<file path="src/design/itaf_pkg.sv">
// ----------------------------------------------------------------------------
// itaf_pkg
// shared types, codes and character helpers of the integer to ascii formatter
// ----------------------------------------------------------------------------
package itaf_pkg;

    typedef logic [2:0] op_t;

    localparam op_t OP_SDEC  = 3'd0;
    localparam op_t OP_UDEC  = 3'd1;
    localparam op_t OP_HEXL  = 3'd2;
    localparam op_t OP_HEXU  = 3'd3;
    localparam op_t OP_PTR   = 3'd4;

    localparam logic [7:0] CH_ZERO   = 8'h30;
    localparam logic [7:0] CH_LOWER  = 8'h61;
    localparam logic [7:0] CH_UPPER  = 8'h41;
    localparam logic [7:0] CH_MINUS  = 8'h2d;
    localparam logic [7:0] CH_X      = 8'h78;
    localparam logic [7:0] CH_LPAREN = 8'h28;
    localparam logic [7:0] CH_N      = 8'h6e;
    localparam logic [7:0] CH_I      = 8'h69;
    localparam logic [7:0] CH_L      = 8'h6c;
    localparam logic [7:0] CH_RPAREN = 8'h29;

    localparam int DEC_BITS   = 32;
    localparam int BCD_DIGITS = 10;
    localparam int HEX_DIGITS = 16;

    typedef enum logic [2:0] {
        ST_IDLE,
        ST_CONVERT,
        ST_SKIP,
        ST_PREFIX,
        ST_DIGITS
    } state_t;

    typedef enum logic [1:0] {
        PFX_NONE,
        PFX_MINUS,
        PFX_HEX,
        PFX_NIL
    } prefix_t;

    function automatic logic [2:0] prefix_len(input prefix_t kind);
        case (kind)
            PFX_NONE:  prefix_len = 3'd0;
            PFX_MINUS: prefix_len = 3'd1;
            PFX_HEX:   prefix_len = 3'd2;
            PFX_NIL:   prefix_len = 3'd5;
            default:   prefix_len = 3'd0;
        endcase
    endfunction

    function automatic logic [7:0] prefix_char(input prefix_t kind, input logic [2:0] idx);
        logic [7:0] ch;
        ch = CH_ZERO;
        case (kind)
            PFX_MINUS: ch = CH_MINUS;
            PFX_HEX:   ch = (idx == 3'd0) ? CH_ZERO : CH_X;
            PFX_NIL:
            begin
                case (idx)
                    3'd0:    ch = CH_LPAREN;
                    3'd1:    ch = CH_N;
                    3'd2:    ch = CH_I;
                    3'd3:    ch = CH_L;
                    default: ch = CH_RPAREN;
                endcase
            end
            default:   ch = CH_ZERO;
        endcase
        prefix_char = ch;
    endfunction

    function automatic logic [7:0] digit_char(input logic [3:0] d, input logic upper);
        logic [7:0] base;
        base = upper ? CH_UPPER : CH_LOWER;
        if (d > 4'd9)
        begin
            digit_char = base + {4'd0, d} - 8'd10;
        end
        else
        begin
            digit_char = CH_ZERO + {4'd0, d};
        end
    endfunction

endpackage

</file>
<file path="src/design/integer_to_ascii_formatter_core.sv">
// ----------------------------------------------------------------------------
// integer_to_ascii_formatter_core
// formats one integer as ascii text (signed/unsigned decimal, hex, pointer)
// ----------------------------------------------------------------------------
// decimal requests turn the low 32 bits into bcd by shift-add-3, then skip
// leading zeros and give one character per cycle while the output is not
// stalled (up to 11); hex and non-nil pointer requests skip only the zeros
// before their up to 18 characters; one request is worked at a time
// throughput is set by the single shift/adjust unit and the serial output
// reset: rst_n clears the sequencer and the output valid, block comes up idle
// ----------------------------------------------------------------------------
module integer_to_ascii_formatter_core
(
    input  logic        clk,
    input  logic        rst_n,
    input  logic        s_tvalid,
    output logic        s_tready,
    input  logic [63:0] s_tdata,   // value[63:0]
    input  logic [2:0]  s_tuser,   // operation[2:0]
    output logic        m_tvalid,
    input  logic        m_tready,
    output logic [15:0] m_tdata,   // character[7:0], char_count[12:8], zero[15:13]
    output logic        m_tlast    // is_last
);

    itaf_pkg::state_t  state_reg, state_next;
    itaf_pkg::prefix_t pfx_reg, pfx_next;
    logic [63:0] digits_reg, digits_next;
    logic [31:0] bin_reg, bin_next;
    logic [4:0]  bit_cnt_reg, bit_cnt_next;
    logic [4:0]  left_reg, left_next;
    logic [4:0]  count_reg, count_next;
    logic [2:0]  pidx_reg, pidx_next;
    logic        upper_reg, upper_next;

    logic        m_tvalid_reg, m_tvalid_next;
    logic [7:0]  char_reg, char_next;
    logic [4:0]  ccount_reg, ccount_next;
    logic        last_reg, last_next;

    logic        out_free;
    logic        accept;
    logic        conv_done;
    logic        skip_done;
    logic        pfx_last;
    logic        digit_last;
    logic [31:0] lo_word;
    logic [31:0] neg_word;
    logic [39:0] bcd_adj;
    logic [2:0]  pfx_len;

    assign out_free   = !m_tvalid_reg || m_tready;
    assign s_tready   = (state_reg == itaf_pkg::ST_IDLE);
    assign accept     = s_tvalid && s_tready;
    assign lo_word    = s_tdata[31:0];
    assign neg_word   = ~lo_word + 32'd1;
    assign conv_done  = (bit_cnt_reg == 5'(itaf_pkg::DEC_BITS - 1));
    assign skip_done  = (digits_reg[63:60] != 4'd0) || (left_reg == 5'd1);
    assign pfx_len    = itaf_pkg::prefix_len(pfx_reg);
    assign pfx_last   = (pidx_reg == pfx_len - 3'd1);
    assign digit_last = (left_reg == 5'd1);

    // shift-add-3 correction, digits are independent
    always_comb
    begin
        for (int i = 0; i < itaf_pkg::BCD_DIGITS; i++)
        begin
            if (digits_reg[4*i +: 4] >= 4'd5)
            begin
                bcd_adj[4*i +: 4] = digits_reg[4*i +: 4] + 4'd3;
            end
            else
            begin
                bcd_adj[4*i +: 4] = digits_reg[4*i +: 4];
            end
        end
    end

    // next state
    always_comb
    begin
        state_next = state_reg;
        case (state_reg)
            itaf_pkg::ST_IDLE:
            begin
                if (accept)
                begin
                    case (s_tuser)
                        itaf_pkg::OP_SDEC, itaf_pkg::OP_UDEC:
                            state_next = itaf_pkg::ST_CONVERT;
                        itaf_pkg::OP_HEXL, itaf_pkg::OP_HEXU:
                            state_next = itaf_pkg::ST_SKIP;
                        itaf_pkg::OP_PTR:
                            state_next = (s_tdata == 64'd0) ? itaf_pkg::ST_PREFIX
                                                            : itaf_pkg::ST_SKIP;
                        default:
                            state_next = itaf_pkg::ST_IDLE;
                    endcase
                end
            end
            itaf_pkg::ST_CONVERT:
            begin
                if (conv_done)
                begin
                    state_next = itaf_pkg::ST_SKIP;
                end
            end
            itaf_pkg::ST_SKIP:
            begin
                if (skip_done)
                begin
                    state_next = (pfx_reg == itaf_pkg::PFX_NONE) ? itaf_pkg::ST_DIGITS
                                                                 : itaf_pkg::ST_PREFIX;
                end
            end
            itaf_pkg::ST_PREFIX:
            begin
                if (out_free && pfx_last)
                begin
                    state_next = (pfx_reg == itaf_pkg::PFX_NIL) ? itaf_pkg::ST_IDLE
                                                                : itaf_pkg::ST_DIGITS;
                end
            end
            itaf_pkg::ST_DIGITS:
            begin
                if (out_free && digit_last)
                begin
                    state_next = itaf_pkg::ST_IDLE;
                end
            end
            default:
                state_next = itaf_pkg::ST_IDLE;
        endcase
    end

    // datapath and output
    always_comb
    begin
        pfx_next      = pfx_reg;
        digits_next   = digits_reg;
        bin_next      = bin_reg;
        bit_cnt_next  = bit_cnt_reg;
        left_next     = left_reg;
        count_next    = count_reg;
        pidx_next     = pidx_reg;
        upper_next    = upper_reg;
        char_next     = char_reg;
        ccount_next   = ccount_reg;
        last_next     = last_reg;
        m_tvalid_next = m_tvalid_reg && !m_tready;

        case (state_reg)
            itaf_pkg::ST_IDLE:
            begin
                bit_cnt_next = 5'd0;
                left_next    = 5'(itaf_pkg::HEX_DIGITS);
                count_next   = 5'd0;
                pidx_next    = 3'd0;
                upper_next   = (s_tuser == itaf_pkg::OP_HEXU);
                digits_next  = s_tdata;
                bin_next     = lo_word;
                pfx_next     = itaf_pkg::PFX_NONE;
                case (s_tuser)
                    itaf_pkg::OP_SDEC:
                    begin
                        digits_next = 64'd0;
                        if (lo_word[31])
                        begin
                            bin_next = neg_word;
                            pfx_next = itaf_pkg::PFX_MINUS;
                        end
                    end
                    itaf_pkg::OP_UDEC:
                        digits_next = 64'd0;
                    itaf_pkg::OP_PTR:
                        pfx_next = (s_tdata == 64'd0) ? itaf_pkg::PFX_NIL : itaf_pkg::PFX_HEX;
                    default:
                        pfx_next = itaf_pkg::PFX_NONE;
                endcase
            end
            itaf_pkg::ST_CONVERT:
            begin
                digits_next  = {24'd0, bcd_adj[38:0], bin_reg[31]};
                bin_next     = {bin_reg[30:0], 1'b0};
                bit_cnt_next = bit_cnt_reg + 5'd1;
            end
            itaf_pkg::ST_SKIP:
            begin
                if (!skip_done)
                begin
                    digits_next = {digits_reg[59:0], 4'd0};
                    left_next   = left_reg - 5'd1;
                end
            end
            itaf_pkg::ST_PREFIX:
            begin
                if (out_free)
                begin
                    m_tvalid_next = 1'b1;
                    char_next     = itaf_pkg::prefix_char(pfx_reg, pidx_reg);
                    last_next     = pfx_last && (pfx_reg == itaf_pkg::PFX_NIL);
                    ccount_next   = last_next ? (count_reg + 5'd1) : 5'd0;
                    count_next    = count_reg + 5'd1;
                    pidx_next     = pidx_reg + 3'd1;
                end
            end
            itaf_pkg::ST_DIGITS:
            begin
                if (out_free)
                begin
                    m_tvalid_next = 1'b1;
                    char_next     = itaf_pkg::digit_char(digits_reg[63:60], upper_reg);
                    last_next     = digit_last;
                    ccount_next   = digit_last ? (count_reg + 5'd1) : 5'd0;
                    count_next    = count_reg + 5'd1;
                    digits_next   = {digits_reg[59:0], 4'd0};
                    left_next     = left_reg - 5'd1;
                end
            end
            default:
                m_tvalid_next = m_tvalid_reg && !m_tready;
        endcase
    end

    always_ff @(posedge clk or negedge rst_n)
    begin
        if (!rst_n)
        begin
            state_reg    <= itaf_pkg::ST_IDLE;
            m_tvalid_reg <= 1'b0;
        end
        else
        begin
            state_reg    <= state_next;
            m_tvalid_reg <= m_tvalid_next;
        end
    end

    always_ff @(posedge clk)
    begin
        pfx_reg     <= pfx_next;
        digits_reg  <= digits_next;
        bin_reg     <= bin_next;
        bit_cnt_reg <= bit_cnt_next;
        left_reg    <= left_next;
        count_reg   <= count_next;
        pidx_reg    <= pidx_next;
        upper_reg   <= upper_next;
        char_reg    <= char_next;
        ccount_reg  <= ccount_next;
        last_reg    <= last_next;
    end

    assign m_tvalid = m_tvalid_reg;
    assign m_tdata  = {3'd0, ccount_reg, char_reg};
    assign m_tlast  = last_reg;

    a_last_has_count: assert property (@(posedge clk) disable iff (!rst_n)
        m_tvalid && m_tlast |-> (m_tdata[12:8] != 5'd0) && (m_tdata[12:8] <= 5'd18))
        else $error("last character without a valid count");

    a_count_only_last: assert property (@(posedge clk) disable iff (!rst_n)
        m_tvalid && !m_tlast |-> (m_tdata[12:8] == 5'd0))
        else $error("count on a character that is not last");

    a_digits_left: assert property (@(posedge clk) disable iff (!rst_n)
        (state_reg == itaf_pkg::ST_SKIP) || (state_reg == itaf_pkg::ST_DIGITS)
        |-> (left_reg != 5'd0) && (left_reg <= 5'(itaf_pkg::HEX_DIGITS)))
        else $error("digit counter out of range");

    a_convert_done: assert property (@(posedge clk) disable iff (!rst_n)
        (state_reg == itaf_pkg::ST_CONVERT) && conv_done |=> (state_reg == itaf_pkg::ST_SKIP))
        else $error("conversion did not hand over to skip");

endmodule

</file>
<file path="config.mk">
export PLATFORM = sky130hd
export DESIGN_NAME = integer_to_ascii_formatter_core
export DESIGN_NICKNAME = d
export VERILOG_FILES = /design/src/design/itaf_pkg.sv /design/src/design/integer_to_ascii_formatter_core.sv
export SDC_FILE = /design/constraint.sdc
export NUM_CORES = 1
export LEC_CHECK = 0
export ABC_AREA = 1
export BUFFER_PORTS_ARGS = -buffer_cell sky130_fd_sc_hd__buf_2
export CORE_MARGIN = 10
export CORE_UTILIZATION = 64
export CTS_CLUSTER_DIAMETER = 100
export DETAILED_ROUTE_END_ITERATION = 6
export GPL_ROUTABILITY_DRIVEN = 0
export GPL_TIMING_DRIVEN = 0
export MAX_ROUTING_LAYER = met4
export PLACE_DENSITY_LB_ADDON = 0.2
export SLEW_MARGIN = 20
export SYNTH_ARGS = -nofsm -noshare
export SYNTH_HDL_FRONTEND = slang
export SYNTH_SLANG_ARGS = --single-unit
export TNS_END_PERCENT = 50
</file>
<file path="constraint.sdc">
create_clock -name clk -period 10.3 [get_ports clk]
set_clock_uncertainty 0.15 [all_clocks]
set_input_delay 2.06 -clock clk [delete_from_list [all_inputs] [get_ports clk]]
set_output_delay 2.06 -clock clk [all_outputs]
set_load 0.03 [all_outputs]
</file>
==> results by group, run 1 <==
Final layout
  – Max reg flops: 64
  – Design Area, Final: 9590 um2
  – Nets@finish: ~1.2k
  – Fill cells: 891
  – Layout cell share with drive strength beyond 1: 14.2%
  – Leading cell type in the layout, fill and taps excluded: nand2_1
  – Ant diodes: 0
  – Most frequent cells in the layout: 186 x nand2_1, 130 x edfxtp_1, 128 x inv_1
  – Fin cells: approximately 1.2k
  – P&R area growth vs syn: 16.0%

Routing
  – DR iter-0 viols: between 800 and 900
  – Via count: roughly 7.4k
  – DRC violations left: 0
  – Antenna viol nets, final: 0
  – Initial DRT Pass Iterations: 5
  – Vias per cell: 5.97
  – DR WL/cell: about 18 um
  – DRT Wirelength: 21900 um

Clock network
  – Setup bufs post-CTS: 0
  – Root Driver: clkbuf_16
  – Clock sinks: 134
  – H-tree depth: 4
  – TritonCTS Buffers: 17
  – Cts hold-fix bufs: 0
  – Worst-Skew Late Latency: approximately 0.43 ns
  – CTS tree: done
  – Worst-case clock buffer depth: 2
  – Worst-path clk slew: about 0.050 ns
  – # resized after CTS: 0

Worst setup path
  – Critical-path top delay cell: dfrtp_1
  – Max incr delay on CP: 0.46 ns
  – WP buf/inv: 2
  – Top delay family on crit path: flip-flops
  – CP Max Fanout: 5
  – Required time of the worst setup path: 8.09 ns
  – Startpoint types: flip-flop
  – Critical Setup Path Class: reg -> out
  – Worst Path Arrival: between 1.5 and 2 ns
  – Crit. End Element: output pin
  – Critical-path cell list: nor2_2 > nand2_1 > inv_1 > buf_2

STA
  – Fin crit period: between 3 and 4 ns
  – Max_slew headroom: approximately a third
  – RSZ-0062 raised after global routing: false
  – Slew Limit Fails: 0
  – Worst hold slack: 0.365 ns
  – Worst-margin pin slew: 0.978 ns
  – Fmax: between 200 and 300 MHz
  – Final setup vio count: 0
  – Post-route clock period utilization: between 30% and 40%
  – Hold violation count in the final report: 0
  – Fin Setup TNS: 0 ns

Synthesis
  – Most common flop cell mapped by yosys: edfxtp_1
  – FF+latch count, synth: 134
  – Synthesized cell area: ~8300 um2
  – Library cells used by synthesis: 43
  – Ys async rst share: approximately 3%
  – Post-synth EDFFs: 130
  – Ys Warns: 0
  – Syn_area_per_cell: ~9 um2
  – Post-Syn Instances: 945
  – Sequential area share after synthesis: approximately half

Global route
  – Antenna violations before repair: 0
  – First-pass GRT wire length: 34600 um
  – Total GRT Usage: approximately 25%
  – Largest net degree at the start of global routing: 30
  – Vias in the first global route: slightly above 7k
  – Gr ovfl total: 0

Power
  – Pleak: 4.21 nW
  – Total power draw: 3.06 mW
  – VDD IR-drop max: around 0.17 mV
  – Pwr per Cell Area: around 320 nW/um2

Placed design
  – Placed cell count: between 1k and 1.5k
  – Port buffer count: between 80 and 90
  – Hpwl dp: between 15000 and 20000 um
  – Post-DP Area: between 9000 and 10000 um2

Min path
  – Worst Hold Class: reg -> reg

Floorplan
  – Starting Density: between 60% and 70%
  – Die area: 17900 um2
  – Die Y: 134 um
  – Core box area: 12600 um2
  – Num rows: between 40 and 50
  – Chip width: ~130 um
  – I/O pins: 90

Run status
  – Status: complete, no violations

Job
  – Max-cap violations: 0
[power by group]
group	switching (mW)	internal [mW]	total (mW)
sequential	0.157	1.02	1.18
combinational	0.843	0.417	1.26
clock	0.222	0.397	0.620
[metal layers]
layer,vias up,GRT usage [%],wire length (um)
li1,3470,-,-
met1,3452,29.5,8690
met2,402,40.2,10500
met3,62,4.89,1950
met4,0,12.2,782
met5,-,-,0
[metrics by stage]
stage               util (%)  setup slack, ns
finish                  76.0             6.32
global route            76.0             6.25
CTS                     76.0             6.35
detailed placement      71.3             6.33
global placement        70.7             3.34
floorplan                  -             4.70
[area by class of cell]
cell class	instances	area (um2)	share of cell area, %
sequential	134	4000	41.7
buffer	29	176	1.84
inverter	132	498	5.19
timing repair buffer	88	493	5.14
clock buffer	18	429	4.47
clock inverter	12	161	1.68
multi-input combinational	653	3620	37.7
tap	172	215	2.24
[cell families (layout without fill, tap and decap cells)]
family / count (synthesis) / count (layout) / share of synthesized area [%]
xor gates and xnor gates: 28 / 28 / 2.96
and+or+nand+nor: 394 / 394 / 20.3
other: 1 / 4 / 0.0453
DFF: 134 / 134 / 48.4
AOI/OAI and AO/OA: 188 / 188 / 14.3
buffers and inverters: 161 / 279 / 8.15
adders and majority gates: 39 / 39 / 5.90
[cells in the mapped netlist, drive strengths merged (8+ instances only)]
cell	n	area, um2
nand2	190	747
inv	131	494
edfxtp	130	3900
nor2	114	449
o21ai	86	438
nand3	67	340
ha	39	488
a21oi	37	185
o221ai	30	263
xor2	26	228
buf	20	143
a22o	11	96.3
nand4	10	62.6
clkbuf	9	33.8
a32o	8	80.1
[worst register-to-register path, cell delays in order, from the launching register on]
cell,delay [ns]
dfrtp_1,0.46
nor2_2,0.23
nand2_4,0.14
nand2_4,0.19
buf_2,0.27
nor2_1,0.11
nor2_4,0.47
buf_12,0.27
[final timing paths]
check	slack [ns]	cells after the start	from	endpoint
setup / recovery	6.32	4	state_reg[1]	s_tready
hold / removal	0.36	2	bin_reg[13]	bin_reg[14]
setup reg to reg	7.68	7	state_reg[1]	digits_reg[32]
hold reg to reg	0.36	2	bin_reg[13]	bin_reg[14]
max in group asynchronous	8.61	1	rst_n	state_reg[1]
min in group asynchronous	1.27	1	rst_n	state_reg[2]
Power figures use the tool's default switching activity.
==> run 2, diff against run 1 <==
- CORE_UTILIZATION: 64 -> 54
- clock period: 10.3 -> 3.3 ns (I/O delays scaled with it)
==> run 2 against run 1 <==
  * Die area increased by 16%
  * Largest cell class unchanged
  * Critical path type is now reg -> reg
  * Clock power increased to 3.2 times the previous value
  * Core utilization decreased by 12 points
  * Via count decreased by 3.6%
  * Sequential share of layout area decreased by 0.27 points
  * Critical endpoint is now digits_reg[13]
  * Worst hold slack improved by 0.0085 ns
  * Critical path depth increased by 3
  * Worst setup slack got worse by 5.7 ns
==> results by group, run 2 (synthesis gave the netlist of run 1 again) <==
Run status
  – Status: complete, no violations

Worst setup path
  – Startpoint types: flip-flop
  – Required time of the worst setup path: 3.27 ns (-4.82 ns)
  – Worst Path Arrival: 2.60 ns (+0.83 ns)
  – WP buf/inv: 2 (unchanged)
  – Critical path origin: state_reg[1]
  – CP Max Fanout: 27 (+22)
  – Flop2flop setup slack: 0.67 ns (-7.01 ns)
  – Most used cell, CP: nand2_4
  – Critical Setup Path Class: reg -> reg
  – Reg-to-Reg Start: state_reg[1]
  – Top delay family on crit path: simple AND/OR/NAND/NOR gates
  – Crit. End Element: flip-flop
  – Max incr delay on CP: 0.49 ns (+0.03 ns)
  – Critical-path top delay cell: nor2_4
  – Critical-path cell list: nor2_2 > nand2_4 > nand2_4 > buf_2 > nor2_1 > nor2_4 > buf_12

Floorplan
  – Num rows: 45 (+9.8%)
  – Starting Density: 54.8% (-11 points)
  – I/O pins: 90 (unchanged)
  – Die Y: 144 um (+7.5%)
  – Chip width: 144 um (+7.5%)
  – Core box area: 15100 um2 (+20%)
  – Die area: 20700 um2 (+16%)

Final layout
  – P&R area growth vs syn: 16.7%
  – Nets@finish: 1166 (+0.086%)
  – Max reg flops: 64 (unchanged)
  – Most frequent cells in the layout: 186 x nand2_1, 130 x edfxtp_1, 128 x inv_1
  – Layout cell share with drive strength beyond 1: 14.3% (+0.15 points)
  – Leading cell type in the layout, fill and taps excluded: nand2_1
  – Design Area, Final: 9660 um2 (+0.65%)

Routing
  – DRT Wirelength: 21700 um (-0.75%)
  – Antenna viol nets, final: 0 (unchanged)
  – DR iter-0 viols: 624 (-26%)
  – Initial DRT Pass Iterations: 5 (unchanged)
  – DRC violations left: 0 (unchanged)
  – Via count: 7122 (-3.6%)
  – Vias per cell: 5.66 (-5.1%)
  – DR WL/cell: 17.3 um (-2.3%)

STA
  – Post-route clock period utilization: approximately 80%
  – Fmax: roughly 380 MHz
  – Worst hold slack: 0.373 ns (+0.00853 ns)
  – Hold violation count in the final report: 0 (unchanged)
  – Max_slew headroom: 34.3% (-0.22 points)
  – Fin crit period: approximately 2.6 ns
  – Final setup vio count: 0 (unchanged)
  – RSZ-0062 raised after global routing: false
  – Worst-margin pin slew: 0.981 ns (+0.00334 ns)
  – Slew Limit Fails: 0 (unchanged)
  – Fin Setup TNS: 0 ns (unchanged)

Power
  – VDD IR-drop max: 0.437 mV (+160%)
  – Pleak: 4.22 nW (+0.31%)
  – Pwr per Cell Area: 986 nW/um2 (+210%)

Global route
  – Vias in the first global route: 6970 (-1.8%)
  – Antenna violations before repair: 0 (unchanged)
  – First-pass GRT wire length: 34100 um (-1.6%)
  – Busiest layer in global routing: met2
  – Total GRT Usage: 21.8% (-3.2 points)
  – GRT met1 Usage: 26.6% (-2.9 points)
  – Gr ovfl total: 0 (unchanged)
  – Met3 Use GR: 3.93% (-0.96 points)
  – Met2 usage: 34.7% (-5.5 points)
  – Largest net degree at the start of global routing: 28 (-6.7%)

Min path
  – Worst Hold Class: reg -> reg
  – Startpoint of the worst hold path: bin_reg[19]

Clock network
  – # resized after CTS: 0 (unchanged)
  – Worst-case clock buffer depth: 2 (unchanged)
  – Clock sinks: 134 (unchanged)
  – CTS tree: done
  – TritonCTS Buffers: 17 (unchanged)
  – H-tree depth: 4 (unchanged)
  – Worst-path clk slew: 0.06 ns (about the same)
  – Worst-Skew Late Latency: 0.42 ns (about the same)
  – Root Driver: clkbuf_16

Placed design
  – Hpwl dp: 16400 um (+1.0%)
  – Post-DP Area: 9030 um2 (+0.31%)
  – Port buffer count: 85 (unchanged)

Job
  – Max-cap violations: 0 (unchanged)
## run 2: metal layers
metal	part of all wire, %	wire (um)
met2	47	10300
met4	2.9	633
met3	7.2	1560
met1	43	9280
met5	0	0
## run 2: worst reg2reg max path, cell delays in order, from the launching register on
cell and delay (ns):
dfrtp_1 0.47, nor2_2 0.24, nand2_4 0.15, nand2_4 0.19, buf_2 0.26, nor2_1 0.10
nor2_4 0.49, buf_12 0.26
## run 2: area by class of cell
cell class / instances / area, um2
antenna: 1 / 2.50
sequential: 134 / 4000
timing repair buffer: 89 / 510
clock inverter: 7 / 118
tap: 188 / 235
inverter: 132 / 498
clock buffer: 25 / 495
multi-input combinational: 653 / 3620
buffer: 29 / 176
fill: 1264 / 5430
## run 2: worst paths after layout
kind                                  end  depth (start not counted)
setup / recovery           digits_reg[13]                          7
hold / removal                bin_reg[20]                          2
setup reg to reg           digits_reg[13]                          7
hold reg to reg               bin_reg[20]                          2
max in group asynchronous    state_reg[0]                          2
min in group asynchronous        m_tvalid                          2
## run 2: repair_timing
action	CTS	global route
setup buffers	0	0
hold buffers	1	0
hold endpoints to repair	4	0
## run 2: stage by stage
stage                     worst slack [ns]  std cells  utilization, %  power, mW
final                                0.667       1258            64.0       9.52
after global routing                 0.515       1257            64.0       10.2
after CTS                            0.691       1257            64.0       9.52
after detailed placement             0.643       1224            59.9       7.52
after global placement              -0.902       1221            59.3       7.29
after floorplan                     0.0175        948               -       6.30
## run 2: report_power, final
part           switching [mW]  internal, mW  total, mW  leakage [nW]
combinational            2.57          1.31       3.88          2.57
sequential              0.479          3.19       3.66          1.36
clock                   0.704          1.27       1.97         0.290
